==> config.mk <==
export PLATFORM = sky130hd
export DESIGN_NAME = command_frame_deframer
export DESIGN_NICKNAME = d
export VERILOG_FILES = /design/src/cfd_pkg.sv /design/src/cfd_parser.sv /design/src/command_frame_deframer.sv
export VERILOG_INCLUDE_DIRS = /design/src /design/src/src
export SDC_FILE = /design/constraint.sdc
export NUM_CORES = 1
export LEC_CHECK = 0
export BUFFER_PORTS_ARGS = -buffer_cell sky130_fd_sc_hd__buf_2
export CAP_MARGIN = 5
export CORE_MARGIN = 3
export CORE_UTILIZATION = 30
export DETAILED_ROUTE_END_ITERATION = 10
export MAX_ROUTING_LAYER = met4
export PLACE_DENSITY = 0.56
export SYNTH_ARGS = -nofsm -noshare
export SYNTH_HDL_FRONTEND = slang
export SYNTH_SLANG_ARGS = --single-unit
==> constraint.sdc <==
create_clock -name clk -period 3.9 [get_ports clk]
set_input_delay 0.39 -clock clk [delete_from_list [all_inputs] [get_ports clk]]
set_output_delay 0.39 -clock clk [all_outputs]
set_load 0.005 [all_outputs]
==> src/command_frame_deframer_assert.svh <==
// Assertion macros used by the command frame deframer parser.
`ifndef COMMAND_FRAME_DEFRAMER_ASSERT_SVH
`define COMMAND_FRAME_DEFRAMER_ASSERT_SVH

// Checks an implication on every rising clock edge outside reset.
`define CFD_ASSERT(label, prop, msg) \
	label: assert property (@(posedge clk) disable iff (!arst_n) (prop)) else $error(msg);

// Checks that a condition never holds on a rising clock edge outside reset.
`define CFD_NEVER(label, cond, msg) \
	label: assert property (@(posedge clk) disable iff (!arst_n) !(cond)) else $error(msg);

`endif

==> src/cfd_pkg.sv <==
// Shared types and constants of the command frame deframer.
package cfd_pkg;

	localparam int NAME_LEN_W  = 8;
	localparam int PARAM_LEN_W = 14;
	localparam int COLLECT_W   = 32;
	localparam int BYTE_W      = 8;
	localparam int ROLE_W      = 2;
	localparam int CFG_IDX_W   = 1;
	localparam int CFG_DATA_W  = PARAM_LEN_W;

	localparam logic [NAME_LEN_W-1:0]  MAX_NAME_LEN_RST  = NAME_LEN_W'(128);
	localparam logic [PARAM_LEN_W-1:0] MAX_PARAM_LEN_RST = PARAM_LEN_W'(8 * 1024);

	localparam logic [CFG_IDX_W-1:0] REG_MAX_NAME_LEN  = CFG_IDX_W'(0);
	localparam logic [CFG_IDX_W-1:0] REG_MAX_PARAM_LEN = CFG_IDX_W'(1);

	localparam logic [ROLE_W-1:0] ROLE_HEADER  = 2'd0;
	localparam logic [ROLE_W-1:0] ROLE_NAME    = 2'd1;
	localparam logic [ROLE_W-1:0] ROLE_PARAM   = 2'd2;
	localparam logic [ROLE_W-1:0] ROLE_IGNORED = 2'd3;

	typedef struct packed {
		logic [NAME_LEN_W-1:0]  max_name_len;
		logic [PARAM_LEN_W-1:0] max_param_len;
	} cfd_cfg_t;

	typedef struct packed {
		logic [ROLE_W-1:0]      role;
		logic [BYTE_W-1:0]      value;
		logic [NAME_LEN_W-1:0]  name_len;
		logic [COLLECT_W-1:0]   hash;
		logic [PARAM_LEN_W-1:0] param_len;
		logic                   frame_done;
		logic                   error_now;
		logic                   halted;
	} cfd_result_t;

endpackage

==> src/cfd_parser.sv <==
// Frame parsing state and per-byte role decision of the command frame deframer.
module cfd_parser
	import cfd_pkg::*;
(
	input  logic                  clk,
	input  logic                  arst_n,
	input  logic                  fire,
	input  logic [BYTE_W-1:0]     data_byte,
	input  logic                  link_closed,
	input  cfd_cfg_t              cfg,
	output cfd_result_t           res
);

	typedef enum logic [2:0] {
		PH_NAME_LEN,
		PH_NAME,
		PH_HASH,
		PH_PARAM_LEN,
		PH_PARAM
	} phase_t;

	phase_t                 phase_q, phase_d;
	logic [1:0]             idx_q, idx_d;
	logic [COLLECT_W-1:0]   fc_q, fc_d;
	logic [NAME_LEN_W-1:0]  name_len_q, name_len_d;
	logic [COLLECT_W-1:0]   hash_q, hash_d;
	logic [PARAM_LEN_W-1:0] param_len_q, param_len_d;
	logic [PARAM_LEN_W-1:0] rem_q, rem_d;
	logic                   stopped_q, stopped_d;

	logic [COLLECT_W-1:0]   fc_shift;
	logic                   full;
	logic [PARAM_LEN_W-1:0] rem_dec;

	assign fc_shift = {data_byte, fc_q[COLLECT_W-1:BYTE_W]};
	assign full     = (idx_q == 2'd3);
	assign rem_dec  = rem_q - PARAM_LEN_W'(1);

	always_comb begin
		phase_d     = phase_q;
		idx_d       = idx_q;
		fc_d        = fc_q;
		name_len_d  = name_len_q;
		hash_d      = hash_q;
		param_len_d = param_len_q;
		rem_d       = rem_q;
		stopped_d   = stopped_q;
		res.role       = ROLE_IGNORED;
		res.value      = data_byte;
		res.frame_done = 1'b0;
		res.error_now  = 1'b0;
		if (link_closed) begin
			res.value = '0;
			stopped_d = 1'b1;
		end else if (!stopped_q) begin
			unique case (phase_q)
				PH_NAME: begin
					res.role = ROLE_NAME;
					rem_d    = rem_dec;
					if (rem_dec == '0) begin
						phase_d = PH_HASH;
					end
				end
				PH_HASH: begin
					res.role = ROLE_HEADER;
					fc_d     = fc_shift;
					idx_d    = idx_q + 2'd1;
					if (full) begin
						hash_d  = fc_shift;
						phase_d = PH_PARAM_LEN;
					end
				end
				PH_PARAM_LEN: begin
					res.role = ROLE_HEADER;
					fc_d     = fc_shift;
					idx_d    = idx_q + 2'd1;
					if (full) begin
						if (fc_shift > {{(COLLECT_W-PARAM_LEN_W){1'b0}}, cfg.max_param_len}) begin
							res.error_now = 1'b1;
							stopped_d     = 1'b1;
						end else begin
							param_len_d = fc_shift[PARAM_LEN_W-1:0];
							rem_d       = fc_shift[PARAM_LEN_W-1:0];
							if (fc_shift[PARAM_LEN_W-1:0] == '0) begin
								res.frame_done = 1'b1;
							end else begin
								phase_d = PH_PARAM;
							end
						end
					end
				end
				PH_PARAM: begin
					res.role = ROLE_PARAM;
					rem_d    = rem_dec;
					if (rem_dec == '0) begin
						res.frame_done = 1'b1;
					end
				end
				default: begin
					phase_d  = PH_NAME_LEN;
					res.role = ROLE_HEADER;
					fc_d     = fc_shift;
					idx_d    = idx_q + 2'd1;
					if (full) begin
						if (fc_shift > {{(COLLECT_W-NAME_LEN_W){1'b0}}, cfg.max_name_len}) begin
							res.error_now = 1'b1;
							stopped_d     = 1'b1;
						end else begin
							name_len_d = fc_shift[NAME_LEN_W-1:0];
							rem_d      = {{(PARAM_LEN_W-NAME_LEN_W){1'b0}},
								fc_shift[NAME_LEN_W-1:0]};
							phase_d    = (fc_shift[NAME_LEN_W-1:0] == '0) ? PH_HASH : PH_NAME;
						end
					end
				end
			endcase
		end
		res.name_len  = name_len_d;
		res.hash      = hash_d;
		res.param_len = param_len_d;
		res.halted    = stopped_d;
	end

	always_ff @(posedge clk or negedge arst_n) begin
		if (!arst_n) begin
			phase_q     <= PH_NAME_LEN;
			idx_q       <= '0;
			fc_q        <= '0;
			name_len_q  <= '0;
			hash_q      <= '0;
			param_len_q <= '0;
			rem_q       <= '0;
			stopped_q   <= 1'b0;
		end else if (fire) begin
			stopped_q <= stopped_d;
			if (res.frame_done) begin
				phase_q     <= PH_NAME_LEN;
				idx_q       <= '0;
				fc_q        <= '0;
				name_len_q  <= '0;
				hash_q      <= '0;
				param_len_q <= '0;
				rem_q       <= '0;
			end else begin
				phase_q     <= phase_d;
				idx_q       <= idx_d;
				fc_q        <= fc_d;
				name_len_q  <= name_len_d;
				hash_q      <= hash_d;
				param_len_q <= param_len_d;
				rem_q       <= rem_d;
			end
		end
	end

`include "command_frame_deframer_assert.svh"

	`CFD_ASSERT(a_stop_sticky, stopped_q |=> stopped_q, "halt flag cleared without reset")
	`CFD_ASSERT(a_halted_ignored, fire && stopped_q |-> res.role == ROLE_IGNORED, "byte parsed while halted")
	`CFD_NEVER(a_done_and_halt, fire && res.frame_done && res.halted, "frame completed on a halting byte")
	`CFD_ASSERT(a_body_count, (phase_q == PH_NAME || phase_q == PH_PARAM) |-> rem_q != '0, "body phase with no bytes left")

endmodule

==> src/command_frame_deframer.sv <==
// Top level of the command frame deframer: input register, parser and result register.
//
//   channel  direction  handshake               payload
//   in       input      in_valid / in_stall     data_byte, link_closed
//   out      output     out_valid / out_stall   byte_role .. halted
//   cfg      input      cfg_we                  cfg_index, cfg_data
//
// One byte is accepted per cycle while in_stall is low; its result passes through the input
// register and the result register, and an output stall can hold it between them. The
// parser is one combinational pass between the two registers. Reset clears the parse
// state and loads the length limits with 128 and 8192. A stalled result is held while
// one more item waits in the input register, after which in_stall is raised.
module command_frame_deframer
	import cfd_pkg::*;
(
	input  logic                   clk,
	input  logic                   arst_n,
	input  logic                   in_valid,
	output logic                   in_stall,
	input  logic [BYTE_W-1:0]      data_byte,
	input  logic                   link_closed,
	output logic                   out_valid,
	input  logic                   out_stall,
	output logic [ROLE_W-1:0]      byte_role,
	output logic [BYTE_W-1:0]      byte_value,
	output logic [NAME_LEN_W-1:0]  name_length,
	output logic [COLLECT_W-1:0]   command_hash,
	output logic [PARAM_LEN_W-1:0] param_length,
	output logic                   frame_done,
	output logic                   error_now,
	output logic                   halted,
	input  logic                   cfg_we,
	input  logic [CFG_IDX_W-1:0]   cfg_index,
	input  logic [CFG_DATA_W-1:0]  cfg_data
);

	cfd_cfg_t          cfg_q;
	logic              valid_s1;
	logic [BYTE_W-1:0] byte_s1;
	logic              closed_s1;
	logic              valid_s2;
	cfd_result_t       res_s2;
	cfd_result_t       res;
	logic              out_ready;
	logic              fire;
	logic              in_accept;

	assign out_ready = !valid_s2 || !out_stall;
	assign fire      = valid_s1 && out_ready;
	assign in_stall  = valid_s1 && !out_ready;
	assign in_accept = in_valid && !in_stall;

	always_ff @(posedge clk or negedge arst_n) begin
		if (!arst_n) begin
			cfg_q.max_name_len  <= MAX_NAME_LEN_RST;
			cfg_q.max_param_len <= MAX_PARAM_LEN_RST;
		end else if (cfg_we) begin
			unique case (cfg_index)
				REG_MAX_NAME_LEN:  cfg_q.max_name_len  <= cfg_data[NAME_LEN_W-1:0];
				REG_MAX_PARAM_LEN: cfg_q.max_param_len <= cfg_data[PARAM_LEN_W-1:0];
				default: ;
			endcase
		end
	end

	always_ff @(posedge clk or negedge arst_n) begin
		if (!arst_n) begin
			valid_s1 <= 1'b0;
		end else if (in_accept) begin
			valid_s1 <= 1'b1;
		end else if (fire) begin
			valid_s1 <= 1'b0;
		end
	end

	always_ff @(posedge clk) begin
		if (in_accept) begin
			byte_s1   <= data_byte;
			closed_s1 <= link_closed;
		end
	end

	cfd_parser u_parser (
		.clk         (clk),
		.arst_n      (arst_n),
		.fire        (fire),
		.data_byte   (byte_s1),
		.link_closed (closed_s1),
		.cfg         (cfg_q),
		.res         (res)
	);

	always_ff @(posedge clk or negedge arst_n) begin
		if (!arst_n) begin
			valid_s2 <= 1'b0;
		end else if (fire) begin
			valid_s2 <= 1'b1;
		end else if (!out_stall) begin
			valid_s2 <= 1'b0;
		end
	end

	always_ff @(posedge clk) begin
		if (fire) begin
			res_s2 <= res;
		end
	end

	assign out_valid    = valid_s2;
	assign byte_role    = res_s2.role;
	assign byte_value   = res_s2.value;
	assign name_length  = res_s2.name_len;
	assign command_hash = res_s2.hash;
	assign param_length = res_s2.param_len;
	assign frame_done   = res_s2.frame_done;
	assign error_now    = res_s2.error_now;
	assign halted       = res_s2.halted;

endmodule

==> qor.csv, run 1 <==
metric,value,unit
Final nets,916,
Clock Skew,0.0147,ns
WL per Instance,18.5,um
max_slew headroom,0.343,
synthesis-to-finish area growth,17.0,%
Yosys top cell area share,0.333,
H-tree depth,4,
Clk pwr share,0.316,
Max Cap Viol,0,
Sink Count,198,
RSZ-0062 raised after global routing,false,
Synth area leader,dfrtp_1,
Pleak,4.60,nW
Hold Crit Class,in2async,
Synth top cells by count,"dfrtp_1 (120), nand2_1 (101), edfxtp_1 (76)",
DR vias/cell,5.00,
startpoint type of the worst setup path,flop,
full die area,32100,um2
initial DRC count,420,
Setup-failing EPs final,0,
crit path max-delay cell type,nor2_1,
DRC,0,
Psw,1.71,mW
hpwl dp,15.7,mm
Tmin final,3.40,ns
grt ovf,0,
GRT Total Usage,0.152,
PostCTS Resize Cnt,0,
Non-Filler Instances,1259,
TNS Setup,0,ns
largest net degree at the start of global routing,75,
endpoints failing hold,0,
CTS Buf Count,17,
internal power,3.65,mW
starting density of the core,0.309,
vias in the first global route,6213,
# rows,62,
r2r setup slk,0.50,ns
Die X-Extent,179,um
critical path endpoint category,flop,
syn nets,816,
largest cells by area after synthesis,"dfrtp_1 (33%), edfxtp_1 (25%), mux2_2 (8.6%)",
CP arrival,3.77,ns
"FFs w/ async S/R, synth",0.616,
overall power,5.36,mW
Boundary Pins,98,
synth warn,0,
post-route setup slack,0.495,ns
f_max,294,MHz
iteration count of the initial detailed-routing pass,5,
Post-synth EDFFs,76,
mean post-synth cell area,11.8,um2
global placer's final weighted congestion,0.842,
post-synthesis sequential area ratio,0.593,
clock slew seen by the registers of the worst setup and hold paths,0.08,ns
first-pass GRT wire length,36.4,mm
post-CTS setup buffer count,0,
worst setup path class,reg2reg,
P per Cell Area,509,nW/um2
worst slew pin tran,0.985,ns
critical path cell sequence,"ha_1, nor2b_1, o211ai_1, a21boi_0, o31ai_1, nor2b_1, nand2_1, nor2_1, a22o_1",
crit-path max cell delay,0.72,ns
Synth Cell Area,9000,um2
Fillers,2942,
Worst VDD drop,295,uV
buffers added on ports,97,
Reg power frac,0.492,
ys flop type,dfrtp_1,
clk buf depth,2,
Final Max Slew Viols,0,
Syn Inst Count,762,
Bufs and invs on worst path,0,
synth unique cells,62,
"most used cell, CP",nor2b_1,
Cell Count Post-Placement,1227,
outcome,"complete, no violations",
CP required,4.26,ns
pre-CTS setup slack,0.574,ns
core area,29200,um2
share of layout cells above drive strength 1,0.264,
clock root cell,clkbuf_16,
Die H,179,um
most frequent cell after synthesis,dfrtp_1,
cts hold-fix bufs,0,
Final period util,0.873,
Worst Path Max Fanout,14,
TritonCTS clock tree,yes,
# diodes,0,
combinational share of power,0.192,
Yosys reg bits,198,
Routed WL,23.3,mm
Via Count,6296,
sw frac,0.319,
Routed Antenna Nets,0,
Clock Latency Late Sink,0.44,ns
fin util,0.361,
Top Family by Delay on Critical Path,simple AND/OR/NAND/NOR gates,
initial antenna violation count,0,
routing by layer:
metal,vias to the layer above,global-route usage,wire [um]
met5,-,-,0
met4,0,0.0425,377
met3,31,0.0271,983
met2,152,0.230,10600
met1,3121,0.212,11400
li1,2992,-,-
power groups by stage:
stage | sequential, mW | combinational, mW | clock (mW)
finish | 2.64 | 1.03 | 1.69
global route | 2.66 | 1.15 | 1.81
CTS | 2.63 | 1.04 | 1.73
detailed placement | 2.68 | 1.03 | 0
global placement | 2.67 | 1.02 | 0
floorplan | 2.62 | 0.541 | 0
logic make-up after synthesis:
family / Yosys count / synth area share
buffers and inverters: 67 / 0.0308
multiplexers: 70 / 0.0874
XOR/XNOR: 2 / 0.00195
flip-flops: 198 / 0.593
AND/OR/NAND/NOR: 222 / 0.120
AO/OA/AOI/OAI: 178 / 0.132
adder cells (fa/ha/maj): 25 / 0.0347
registers in the layout, summed over array words and instances, names as in the netlist, 14 cells and up:
register and flops:
u_parser.hash_q 32, u_parser.param_len_q 14, param_length 14, cfg_q 22, u_parser.fc_q 24, u_parser.rem_q 14, command_hash 32
final timing paths:
path / from / endpoint / depth (start not counted)
max reg2reg: u_parser.fc_q[9] / u_parser.param_len_q[3] / 9
min: arst_n / u_parser.hash_q[27] / 1
min reg2reg: u_parser.hash_q[15] / u_parser.hash_q[15] / 2
max: u_parser.fc_q[9] / u_parser.param_len_q[3] / 9
min in group clk: data_byte[3] / byte_s1[3] / 1
max in group asynchronous: arst_n / cfg_q[21] / 2
through the flow:
stage	area [um2]	hold WS [ns]
after floorplan	9000	0.0944
after global placement	9980	0.455
after detailed placement	9980	0.464
after CTS	10500	0.101
after global routing	10500	0.0975
final	10500	0.101
final cells by class:
type                       instances  area, um2  share of cell area
sequential                       198       5340               0.506
clock inverter                    13        121              0.0115
inverter                          29        111              0.0106
tap                              384        480              0.0456
timing repair buffer             119        666              0.0632
multi-input combinational        497       3390               0.322
clock buffer                      19        433              0.0411
layout by cell type, fill, tap and decap left out, types with 5 or more instances in the layout:
master and n:
dfrtp_1 120, nand2_1 101, buf_2 96, edfxtp_1 76
mux2_2 69, o21ai_0 67, a22o_1 38, nor2_1 35
inv_1 28, a21oi_1 26, ha_1 25, buf_4 22
clkbuf_16 17, nor2b_1 15, nor4_1 12, and2_1 11
nor3_1 10, a41o_1 8, nand3_1 7, nand4_1 6
nand2b_1 5
Power figures use the tool's default switching activity.
==> run 2, diff against run 1 <==
--- a/config.mk
+++ b/config.mk
@@ -11,6 +11,7 @@
 export CORE_MARGIN = 3
 export CORE_UTILIZATION = 30
 export DETAILED_ROUTE_END_ITERATION = 10
+export HOLD_SLACK_MARGIN = 0.15
 export MAX_ROUTING_LAYER = met4
 export PLACE_DENSITY = 0.56
 export SYNTH_ARGS = -nofsm -noshare
==> run 2 against run 1 <==
Compared with the run above:
- critical path depth down 1
- first-iteration DRC count increased by 7.4%
- sequential power about the same
- worst setup slack improved by 0.0063 ns
- maximum frequency rose by 0.19%
- clock power hardly changed
- critical path type unchanged
- largest power group unchanged
- non-clock buffer count increased by 10
- hold slack improved by 0.0031 ns
==> qor.csv, run 2 (synthesized netlist as in run 1, its figures left out) <==
metric,value,unit,change
outcome,"complete, no violations",,
TNS Setup,0,ns,unchanged
PostCTS Resize Cnt,0,,unchanged
Die H,179,um,unchanged
grt ovf,0,,unchanged
full die area,32100,um2,unchanged
share of layout cells above drive strength 1,0.261,,-0.00298
Die X-Extent,179,um,unchanged
crit-path max cell delay,0.72,ns,about the same
post-CTS setup buffer count,0,,unchanged
max_slew headroom,0.341,,-0.00216
first-pass GRT wire length,36.4,mm,about the same
CTS Buf Count,17,,unchanged
critical path endpoint category,flop,,
r2r endpoint,u_parser.param_len_q[3],,
Final Instance Area,10600,um2,+0.95%
clk buf depth,2,,unchanged
CP required,4.26,ns,about the same
worst setup path class,reg2reg,,
core area,29200,um2,unchanged
global placer's final weighted congestion,0.842,,unchanged
Final Max Slew Viols,0,,unchanged
Via Count,6385,,+1.4%
Placed Area,9980,um2,unchanged
most frequent cells in the layout,"dfrtp_1 (120), nand2_1 (101), buf_2 (96), edfxtp_1 (76), mux2_2 (69)",,
Clock Latency Late Sink,0.44,ns,about the same
worst slew pin tran,0.989,ns,+0.00324 ns
starting density of the core,0.309,,unchanged
GRT Total Usage,0.152,,about the same
Routed WL,23.3,mm,-0.30%
Tmin final,3.40,ns,-0.00632 ns
Sink Count,198,,unchanged
"most common cell after layout, fill and taps aside",dfrtp_1,,
# rows,62,,unchanged
Critical R2R Launch,byte_s1[5],,
Worst Path Max Fanout,14,,unchanged
endpoints failing hold,0,,unchanged
TritonCTS clock tree,yes,,
reg2reg path depth,8,,-1
Clock Skew,0.0159,ns,+0.00119 ns
initial DRC count,451,,+7.4%
largest net degree at the start of global routing,75,,unchanged
H-tree depth,4,,unchanged
hpwl dp,15.7,mm,unchanged
RSZ-0062 raised after global routing,false,,
Pleak,4.65,nW,+0.91%
synthesis-to-finish area growth,18.1,%,
iteration count of the initial detailed-routing pass,5,,unchanged
buffers added on ports,97,,unchanged
Setup-failing EPs final,0,,unchanged
initial antenna violation count,0,,unchanged
r2r setup slk,0.50,ns,about the same
WL per Instance,18.3,um,-1.1%
crit path max-delay cell type,nor2_1,,
Routed Antenna Nets,0,,unchanged
Bufs and invs on worst path,0,,unchanged
P per Cell Area,504,nW/um2,-0.90%
clock root cell,clkbuf_16,,
Hold Crit Class,in2async,,
vias in the first global route,6200,,-0.21%
Max Cap Viol,0,,unchanged
Worst VDD drop,294,uV,-0.36%
Top Family by Delay on Critical Path,simple AND/OR/NAND/NOR gates,,
# diodes,0,,unchanged
critical path cell sequence,"nor4_1, and4_1, o2111ai_1, o31ai_1, nor2b_1, nand2_1, nor2_1, a22o_1",,
Final period util,0.871,,-0.00162
DR vias/cell,5.03,,+0.61%
startpoint type of the worst setup path,flop,,
f_max,294,MHz,+0.19%
clock slew seen by the registers of the worst setup and hold paths,0.08,ns,about the same
Final nets,926,,+1.1%
Boundary Pins,98,,unchanged
DRC,0,,unchanged
CP arrival,3.76,ns,about the same
Crit path depth,8,,-1
==> run 2: cell count changes in the layout (fill, tap and decap cells not counted), sizes merged <==
cell         previous run  this run
dlygate4sd3             0        10
==> run 2: routing by layer <==
layer,vias up,track usage,wire length [um]
met5,-,-,0
met4,0,0.0425,335
met3,29,0.0271,1010
met2,167,0.229,10700
met1,3182,0.212,11300
li1,3007,-,-
==> run 2: worst max-delay path by stage <==
stage                startpoint                 endpoint  slack [ns]
2_1_floorplan         out_valid             byte_role[0]        0.72
3_3_place_gp   u_parser.fc_q[9]  u_parser.param_len_q[9]        0.55
3_5_place_dp   u_parser.fc_q[9]  u_parser.param_len_q[7]        0.57
4_1_cts              byte_s1[5]  u_parser.param_len_q[3]        0.53
5_1_grt              byte_s1[5]  u_parser.param_len_q[0]        0.23
6_report             byte_s1[5]  u_parser.param_len_q[3]        0.50
==> run 2: through the flow <==
step	hold slack (ns)	utilization	total power, mW	instances	worst slack [ns]
after floorplan	0.0944	-	3.16	762	0.719
after CTS	0.153	0.365	5.41	1269	0.529
after detailed placement	0.464	0.342	3.70	1227	0.574
after global placement	0.455	0.342	3.69	1227	0.552
after global routing	0.172	0.365	5.63	1269	0.227
final	0.104	0.365	5.37	1269	0.502
==> run 2: worst reg2reg max path, stage by stage, from the launching register on <==
cell	delay, ns
edfxtp_1	0.45
nor4_1	0.33
and4_1	0.35
o2111ai_1	0.15
o31ai_1	0.52
nor2b_1	0.46
nand2_1	0.10
nor2_1	0.72
a22o_1	0.24
==> run 2: final cells by class <==
class	count	area, um2
clock inverter	13	121
fill	2943	18500
sequential	198	5340
inverter	29	111
clock buffer	19	433
tap	384	480
multi-input combinational	497	3390
timing repair buffer	129	766
==> run 2: power breakdown <==
| part | switching (mW) | internal, mW | leakage, nW | total, mW |
|---|---|---|---|---|
| combinational | 0.614 | 0.422 | 2.03 | 1.04 |
| clock | 0.849 | 0.843 | 0.263 | 1.69 |
| sequential | 0.247 | 2.39 | 2.35 | 2.64 |
==> run 2: timing repair <==
action	4_1_cts	5_1_grt
hold buffers	10	0
setup endpoints to repair	0	0
endpoints found under the hold margin	10	0
